File: config.mk
export PLATFORM = sky130hd
export DESIGN_NAME = ps2_mouse_cursor_tracker_top
export DESIGN_NICKNAME = d
export VERILOG_FILES = /design/src/ps2mct_pkg.sv /design/src/ps2mct_axis.sv /design/src/ps2_mouse_cursor_tracker_top.sv
export SDC_FILE = /design/constraint.sdc
export NUM_CORES = 1
export LEC_CHECK = 0
export BUFFER_PORTS_ARGS = -buffer_cell sky130_fd_sc_hd__buf_2
export CAP_MARGIN = 20
export CORE_MARGIN = 5
export CORE_UTILIZATION = 50
export DETAILED_ROUTE_END_ITERATION = 10
export PLACE_DENSITY_LB_ADDON = 0.1
export RECOVER_POWER = 50
export SYNTH_ARGS = -nofsm -noshare
export SYNTH_HDL_FRONTEND = slang
export SYNTH_SLANG_ARGS = --single-unit
export TNS_END_PERCENT = 5
File: constraint.sdc
create_clock -name clk_i -period 5.75 [get_ports clk_i]
set_input_delay 0.2875 -clock clk_i [delete_from_list [all_inputs] [get_ports clk_i]]
set_output_delay 0.2875 -clock clk_i [all_outputs]
set_load 0.1 [all_outputs]
File: src/ps2mct_pkg.sv
// shared types and constants for the ps/2 mouse cursor tracker
`default_nettype none

package ps2mct_pkg;

  // fixed field widths
  localparam int unsigned SIZE_W    = 13;
  localparam int unsigned TAG_W     = 8;
  localparam int unsigned BYTE_W    = 8;
  localparam int unsigned CFG_IDX_W = 3;

  // register reset values
  localparam int unsigned RESET_WIDTH  = 640;
  localparam int unsigned RESET_HEIGHT = 480;
  localparam logic [TAG_W-1:0] RESET_TAG = 8'hFF;

  // configuration register indexes
  typedef enum logic [CFG_IDX_W-1:0] {
    CFG_SCREEN_WIDTH  = 3'd0,
    CFG_SCREEN_HEIGHT = 3'd1,
    CFG_MOTION_FROZEN = 3'd2,
    CFG_REPORT_ENABLE = 3'd3,
    CFG_REPORT_TAG    = 3'd4
  } cfg_idx_e;

  // place of a byte inside a packet
  typedef enum logic [1:0] {
    POS_HEADER = 2'd0,
    POS_DX     = 2'd1,
    POS_DY     = 2'd2
  } byte_pos_e;

  // header byte bit positions
  localparam int unsigned HDR_LEFT   = 0;
  localparam int unsigned HDR_RIGHT  = 1;
  localparam int unsigned HDR_MIDDLE = 2;
  localparam int unsigned HDR_X_SIGN = 4;
  localparam int unsigned HDR_Y_SIGN = 5;
  localparam int unsigned HDR_X_OVF  = 6;
  localparam int unsigned HDR_Y_OVF  = 7;

  // per-axis move control
  typedef struct packed {
    logic apply;     // delta is applied this byte
    logic negative;  // sign bit of the nine-bit delta
    logic subtract;  // axis runs against the delta
  } axis_ctrl_t;

endpackage

`default_nettype wire

File: src/ps2mct_axis.sv
// one cursor axis: apply a signed delta and clamp to the screen size
`default_nettype none

module ps2mct_axis #(
  parameter int unsigned COORD_BITS = 12
) (
  input  logic [COORD_BITS-1:0]       pos_i,
  input  logic [ps2mct_pkg::BYTE_W-1:0] byte_i,
  input  ps2mct_pkg::axis_ctrl_t      ctrl_i,
  input  logic [ps2mct_pkg::SIZE_W-1:0] size_i,
  output logic [COORD_BITS-1:0]       pos_o
);
  import ps2mct_pkg::*;

  localparam int unsigned KW = ((COORD_BITS + 2) > (SIZE_W + 1)) ? (COORD_BITS + 2) : (SIZE_W + 1);
  localparam logic signed [KW-1:0] LIMIT = KW'(1) << COORD_BITS;
  localparam logic signed [KW-1:0] ONE   = KW'(1);

  logic signed [KW-1:0] delta;
  logic signed [KW-1:0] cur;
  logic signed [KW-1:0] moved;
  logic signed [KW-1:0] size_sat;
  logic signed [KW-1:0] hi;

  // sign-extend the delta, zero-extend the position
  assign delta = {{(KW-BYTE_W){ctrl_i.negative}}, byte_i};
  assign cur   = {{(KW-COORD_BITS){1'b0}}, pos_i};

  // move
  always_comb begin
    if (!ctrl_i.apply) begin
      moved = cur;
    end else if (ctrl_i.subtract) begin
      moved = cur - delta;
    end else begin
      moved = cur + delta;
    end
  end

  // upper bound: zero size acts as one, oversize saturates
  always_comb begin
    size_sat = {{(KW-SIZE_W){1'b0}}, size_i};
    if (size_sat == '0) begin
      size_sat = ONE;
    end else if (size_sat > LIMIT) begin
      size_sat = LIMIT;
    end
    hi = size_sat - ONE;
  end

  // clamp
  always_comb begin
    if (moved < 0) begin
      pos_o = '0;
    end else if (moved > hi) begin
      pos_o = hi[COORD_BITS-1:0];
    end else begin
      pos_o = moved[COORD_BITS-1:0];
    end
  end

endmodule

`default_nettype wire

File: src/ps2_mouse_cursor_tracker_top.sv
// ps/2 mouse packet decoder that tracks a clamped cursor position
//
//  channel | dir | handshake             | payload
//  in      | in  | in_valid_i/in_stall_o  | data_byte_i
//  out     | out | out_valid_o/out_stall_i| cursor_x/y, buttons, report_valid/label
//  cfg     | in  | cfg_valid_i/cfg_ready_o| cfg_index_i, cfg_data_i
//
// one byte per cycle while input is not stalled; each byte's result is registered,
// the add and clamp of one axis sits between the packet state and the result register.
// a two-entry output (result register plus skid) keeps input open while a result waits;
// input stalls only when both entries are full.
// reset (rst_ni low, async) clears the packet counter, buttons and flags and puts the
// cursor at half the reset screen size; cfg writes are always ready.
`default_nettype none

module ps2_mouse_cursor_tracker_top #(
  parameter int unsigned COORD_BITS = 12
) (
  input  logic                           clk_i,
  input  logic                           rst_ni,
  // byte input
  input  logic                           in_valid_i,
  output logic                           in_stall_o,
  input  logic [ps2mct_pkg::BYTE_W-1:0]  data_byte_i,
  // result output
  output logic                           out_valid_o,
  input  logic                           out_stall_i,
  output logic [COORD_BITS-1:0]          cursor_x_o,
  output logic [COORD_BITS-1:0]          cursor_y_o,
  output logic                           button_left_o,
  output logic                           button_middle_o,
  output logic                           button_right_o,
  output logic                           report_valid_o,
  output logic [ps2mct_pkg::TAG_W-1:0]   report_label_o,
  // configuration writes
  input  logic                           cfg_valid_i,
  output logic                           cfg_ready_o,
  input  logic [ps2mct_pkg::CFG_IDX_W-1:0] cfg_index_i,
  input  logic [ps2mct_pkg::SIZE_W-1:0]  cfg_data_i
);
  import ps2mct_pkg::*;

  localparam int unsigned CMAX   = (1 << COORD_BITS) - 1;
  localparam int unsigned HALF_W = RESET_WIDTH / 2;
  localparam int unsigned HALF_H = RESET_HEIGHT / 2;
  localparam logic [COORD_BITS-1:0] RESET_X = COORD_BITS'((HALF_W > CMAX) ? CMAX : HALF_W);
  localparam logic [COORD_BITS-1:0] RESET_Y = COORD_BITS'((HALF_H > CMAX) ? CMAX : HALF_H);

  typedef struct packed {
    logic [COORD_BITS-1:0] x;
    logic [COORD_BITS-1:0] y;
    logic                  left;
    logic                  middle;
    logic                  right;
    logic                  rep;
    logic [TAG_W-1:0]      label;
  } result_t;

  // configuration registers
  logic [SIZE_W-1:0] width_q;
  logic [SIZE_W-1:0] height_q;
  logic              frozen_q;
  logic              rep_en_q;
  logic [TAG_W-1:0]  tag_q;

  // packet state
  byte_pos_e             pos_q, pos_d;
  logic [COORD_BITS-1:0] x_q, y_q;
  logic [2:0]            btn_q, btn_d;
  logic [3:0]            so_q, so_d;   // x sign, y sign, x ovf, y ovf

  // output stage
  logic    out_valid_q, sk_valid_q;
  result_t out_q, sk_q;
  result_t res;

  logic in_accept, out_take;
  logic [COORD_BITS-1:0] x_new, y_new;
  axis_ctrl_t x_ctrl, y_ctrl;
  logic third;

  assign cfg_ready_o = 1'b1;
  assign in_stall_o  = sk_valid_q;
  assign in_accept   = in_valid_i && !in_stall_o;
  assign out_take    = out_valid_q && !out_stall_i;

  // config write decode
  always_ff @(posedge clk_i or negedge rst_ni) begin
    if (!rst_ni) begin
      width_q  <= SIZE_W'(RESET_WIDTH);
      height_q <= SIZE_W'(RESET_HEIGHT);
      frozen_q <= 1'b0;
      rep_en_q <= 1'b0;
      tag_q    <= RESET_TAG;
    end else if (cfg_valid_i && cfg_ready_o) begin
      unique case (cfg_idx_e'(cfg_index_i))
        CFG_SCREEN_WIDTH:  width_q  <= cfg_data_i;
        CFG_SCREEN_HEIGHT: height_q <= cfg_data_i;
        CFG_MOTION_FROZEN: frozen_q <= cfg_data_i[0];
        CFG_REPORT_ENABLE: rep_en_q <= cfg_data_i[0];
        CFG_REPORT_TAG:    tag_q    <= cfg_data_i[TAG_W-1:0];
        default: ;
      endcase
    end
  end

  // byte decode
  always_comb begin
    btn_d  = btn_q;
    so_d   = so_q;
    third  = 1'b0;
    x_ctrl = '{apply: 1'b0, negative: so_q[0], subtract: 1'b0};
    y_ctrl = '{apply: 1'b0, negative: so_q[1], subtract: 1'b1};
    pos_d  = POS_HEADER;
    unique case (pos_q)
      POS_HEADER: begin
        btn_d = data_byte_i[HDR_MIDDLE:HDR_LEFT];
        so_d  = data_byte_i[HDR_Y_OVF:HDR_X_SIGN];
        pos_d = POS_DX;
      end
      POS_DX: begin
        x_ctrl.apply = !so_q[2] && !frozen_q;
        pos_d        = POS_DY;
      end
      default: begin
        third        = 1'b1;
        y_ctrl.apply = !so_q[3] && !frozen_q;
        pos_d        = POS_HEADER;
      end
    endcase
  end

  ps2mct_axis #(.COORD_BITS(COORD_BITS)) u_axis_x (
    .pos_i  (x_q),
    .byte_i (data_byte_i),
    .ctrl_i (x_ctrl),
    .size_i (width_q),
    .pos_o  (x_new)
  );

  ps2mct_axis #(.COORD_BITS(COORD_BITS)) u_axis_y (
    .pos_i  (y_q),
    .byte_i (data_byte_i),
    .ctrl_i (y_ctrl),
    .size_i (height_q),
    .pos_o  (y_new)
  );

  // result of this beat
  always_comb begin
    res.x      = x_new;
    res.y      = y_new;
    res.left   = btn_d[HDR_LEFT];
    res.middle = btn_d[HDR_MIDDLE];
    res.right  = btn_d[HDR_RIGHT];
    res.rep    = third && rep_en_q && !frozen_q;
    res.label  = res.rep ? tag_q : '0;
  end

  // packet state update
  always_ff @(posedge clk_i or negedge rst_ni) begin
    if (!rst_ni) begin
      pos_q <= POS_HEADER;
      x_q   <= RESET_X;
      y_q   <= RESET_Y;
      btn_q <= '0;
      so_q  <= '0;
    end else if (in_accept) begin
      pos_q <= pos_d;
      x_q   <= x_new;
      y_q   <= y_new;
      btn_q <= btn_d;
      so_q  <= so_d;
    end
  end

  // output register and skid control
  always_ff @(posedge clk_i or negedge rst_ni) begin
    if (!rst_ni) begin
      out_valid_q <= 1'b0;
      sk_valid_q  <= 1'b0;
    end else begin
      if (sk_valid_q) begin
        if (out_take) begin
          sk_valid_q <= 1'b0;
        end
      end else if (in_accept) begin
        if (out_valid_q && !out_take) begin
          sk_valid_q <= 1'b1;
        end else begin
          out_valid_q <= 1'b1;
        end
      end else if (out_take) begin
        out_valid_q <= 1'b0;
      end
    end
  end

  // output payload
  always_ff @(posedge clk_i) begin
    if (sk_valid_q) begin
      if (out_take) begin
        out_q <= sk_q;
      end
    end else if (in_accept) begin
      if (out_valid_q && !out_take) begin
        sk_q <= res;
      end else begin
        out_q <= res;
      end
    end
  end

  assign out_valid_o     = out_valid_q;
  assign cursor_x_o      = out_q.x;
  assign cursor_y_o      = out_q.y;
  assign button_left_o   = out_q.left;
  assign button_middle_o = out_q.middle;
  assign button_right_o  = out_q.right;
  assign report_valid_o  = out_q.rep;
  assign report_label_o  = out_q.label;

`ifndef SYNTHESIS
  // skid never holds a beat without the result register holding one
  a_skid_behind_out: assert property (@(posedge clk_i) disable iff (!rst_ni)
    sk_valid_q |-> out_valid_q)
    else $error("skid entry valid while output register empty");

  // a beat arriving behind a stalled result lands in the skid
  a_skid_fill: assert property (@(posedge clk_i) disable iff (!rst_ni)
    (out_valid_q && out_stall_i && in_accept) |=> sk_valid_q)
    else $error("beat lost behind stalled result");

  // output drains when taken with nothing behind it
  a_out_drain: assert property (@(posedge clk_i) disable iff (!rst_ni)
    (out_take && !sk_valid_q && !in_accept) |=> !out_valid_q)
    else $error("result repeated after it was taken");
`endif

endmodule

`default_nettype wire

==> flow_summary.ini <==
[status]
run_status = finished with violations
violations = capacitance limit, slew limit

[timing]
finalHoldViolCount = 0
fmax_mhz = 193
period_minus_slack_ns = 5.18
max_slew_margin = -1.75
timing.clock.skew_ns = 0.00789
report.final.setup_viol = 0
final.setup.tns_ns = 0
tightestPinTransition_ns = 4.13
finalCritPeriodShare = 0.900
number_of_slew_limit_violations_in_the_final_report = 167
rsz0062_at_grt = false

[clock_tree]
cts.root.buffer_cell = clkbuf_16
cts_htree_levels = 4
clock_sink_count = 143
worst_skew_pair.late_latency_ns = 0.43
post_cts_resized = 0
clockBufferDepth = 2
cts_post_setup_buffers_inserted = 0
cts_tree = yes
worst_setup_hold_path_clk_slew_ns = 0.07
cts_hold_buffers = 0
cts-buffers-inserted = 17

[cells_and_area]
finish.net_count = 984
mostFrequentLayoutCell = nand2_1
num_antenna_cells = 0
areaGrowthSynthToFinish_pct = 12.6
finish.instance_area_sq_um = 9740
final_layout_size_suffix_gt1_frac = 0.169
most-common-layout-cells = nand2_1 (99), edfxtp_1 (72), o21ai_0 (65), ha_1 (56), mux2_2 (55)
n_fill_cell = 1550

[worst_setup_path]
critical_path.startpoint = y_q[0]
worst-endpoint-required_ns = 5.91
depth_of_the_worst_register_to_register_path = 20
critical_path_peak_fanout = 13
cp-endpoint = cursor_y_o[2]
crit-reg2reg-capture = cursor_y_o[2]
criticalPathCategory = register to register
critPathCaptureType = register
worst_ep_arrival_time_ns = 5.34
critical_path.startpoint_type = register
critical_path.reg2reg.startpoint = y_q[0]
reg2reg_setup_slack_ns = 0.57

[synth]
synthDominantAreaCellType = edfxtp_1
yosys.cell_types.count = 65
ys_async_sr_fraction = 0.497
netlist_instances = 833
synth.cell_area_sq_um = 8650
postSynthRegisterBits = 143
synth_top_area_frac = 0.250
syn_area_per_cell_sq_um = 10.4
synth-edff-count = 72
yosysSeqAreaShare = 0.458
synthesis.yosys.warnings = 0
yosys_most_used_dff = edfxtp_1
synth_area_leaders = edfxtp_1 (25%), dfrtp_1 (15%), ha_1 (8.1%)

[routing]
route.detailed.vias_per_inst = 5.82
detailroute.via_count = 6602
detail-route-antenna-nets = 0
initialDrtViolationCount = 401
wl_microns = 22200
wl_per_cell_microns = 19.6
drc = 0
drtPass1Iterations = 7

[global_route]
global_route.overflow_total = 0
grt_antenna_before_repair = 0
grt_pass1_vias = 6540
track_usage = 0.228
grt_max_degree = 72
grt_first_pass_wirelength_microns = 35700

[die]
coreArea_sq_um = 17100
top_level_ports = 68
chipWidth_microns = 142
die_h_microns = 142
design.die.area_sq_um = 20000
initial_utilization = 0.506
core.rowCount = 48

[hold_path]
holdCritPathClass = input port to register

[placed_design]
place_area_sq_um = 9250
numPortBuffers = 66
dp.final_hpwl_microns = 16300
place_congestion = 0.887

[run]
maxCapViolCount = 3
[synth_stat cells (4+ instances only)]
master and number:
dfstp_2 20, a311oi_1 5, nand2_1 99, nand4_1 6, xnor2_1 11, and2_1 10
o21ai_0 65, mux2_2 58, xor2_1 8, ha_1 56, a31oi_1 4, nor3b_1 6
o21a_1 13, a21o_1 17, and3_1 7, nor2b_1 10, nand2b_1 12, edfxtp_1 72
a211o_1 4, nor3_1 17, or4_1 4, clkbuf_1 30, nand3_1 8, nor2_1 47
o31a_1 8, o31ai_1 32, a21oi_1 25, nand3b_1 4, dfrtp_1 51, mux2i_1 16
inv_1 42, or3_1 4, a211oi_1 9, nor4_1 4
[state kept, by name, indices dropped and copies added, names as in the netlist, 2 cells and up]
signal	flops
sk_q	36
height_q	13
width_q	13
cursor_x_o	12
cursor_y_o	12
x_q	12
y_q	12
report_label_o	8
tag_q	8
so_q	4
btn_q	3
pos_q	2
[area by class of cell]
class | count | area (sq um) | area share
tap | 225 | 282 | 0.0289
clock inverter | 15 | 145 | 0.0149
clock buffer | 17 | 425 | 0.0437
multi-input combinational | 616 | 4420 | 0.454
timing repair buffer | 77 | 347 | 0.0356
sequential | 143 | 3960 | 0.407
inverter | 42 | 158 | 0.0162
[critical path, cell delays in order, from the launching register on]
cell	delay, ns
dfrtp_1	0.39
inv_1	0.06
ha_1	0.15
inv_1	0.05
fa_1	0.45
a211oi_1	0.27
o21ai_0	0.21
a221o_1	0.38
o21a_1	0.19
o31ai_1	0.25
xnor2_1	0.18
nor2_1	0.09
ha_1	0.36
nand4_1	0.17
nor2_1	0.07
a311oi_1	0.31
o31ai_1	0.13
o21bai_1	0.14
buf_4	0.26
mux2_2	0.40
o31ai_1	0.40
[logic make-up (layout without fill, tap and decap cells)]
group / after synthesis / after routing / share of synthesized area
other: 1 / 3 / 0.000433
AOI/OAI and AO/OA: 207 / 207 / 0.164
xor gates and xnor gates: 19 / 19 / 0.0192
adders and majority gates: 58 / 58 / 0.0856
buffers and inverters: 76 / 151 / 0.0338
and+or+nand+nor: 253 / 253 / 0.142
muxes: 76 / 76 / 0.0973
DFF: 143 / 143 / 0.458
[layer usage]
layer  GRT usage  vias up  part of all wire  routed length, microns
li1            -     3198                 -                       -
met1       0.300     3238              0.44                    9700
met2       0.383      130              0.50                   11200
met3      0.0303       36             0.034                     754
met4      0.0869        0             0.027                     601
met5           0        -                 0                       0
[worst min path at each step]
stage | start | slack, ns | end | cells after the start
floorplan | rst_ni | -0.008 | btn_q[0] | 0
global placement | y_q[6] | 0.48 | y_q[6] | 2
detailed placement | y_q[7] | 0.48 | y_q[7] | 2
CTS | cfg_data_i[12] | 0.08 | height_q[12] | 3
global route | out_stall_i | 0.11 | in_stall_o | 3
finish | cfg_data_i[12] | 0.1 | height_q[12] | 3
[stage by stage]
stage | hold WS [ns] | utilization | cells | setup WS, ns
after floorplan | -0.00809 | - | 835 | 1.01
after global placement | 0.479 | 0.539 | 1101 | 0.671
after detailed placement | 0.484 | 0.540 | 1103 | 0.586
after CTS | 0.0834 | 0.574 | 1135 | 0.577
after global routing | 0.110 | 0.569 | 1135 | 0.178
final | 0.0997 | 0.569 | 1135 | 0.572
Power is left out: the tool's default activity adds up to more than one toggle a clock period on the data nets, which glitch-free logic cannot reach.
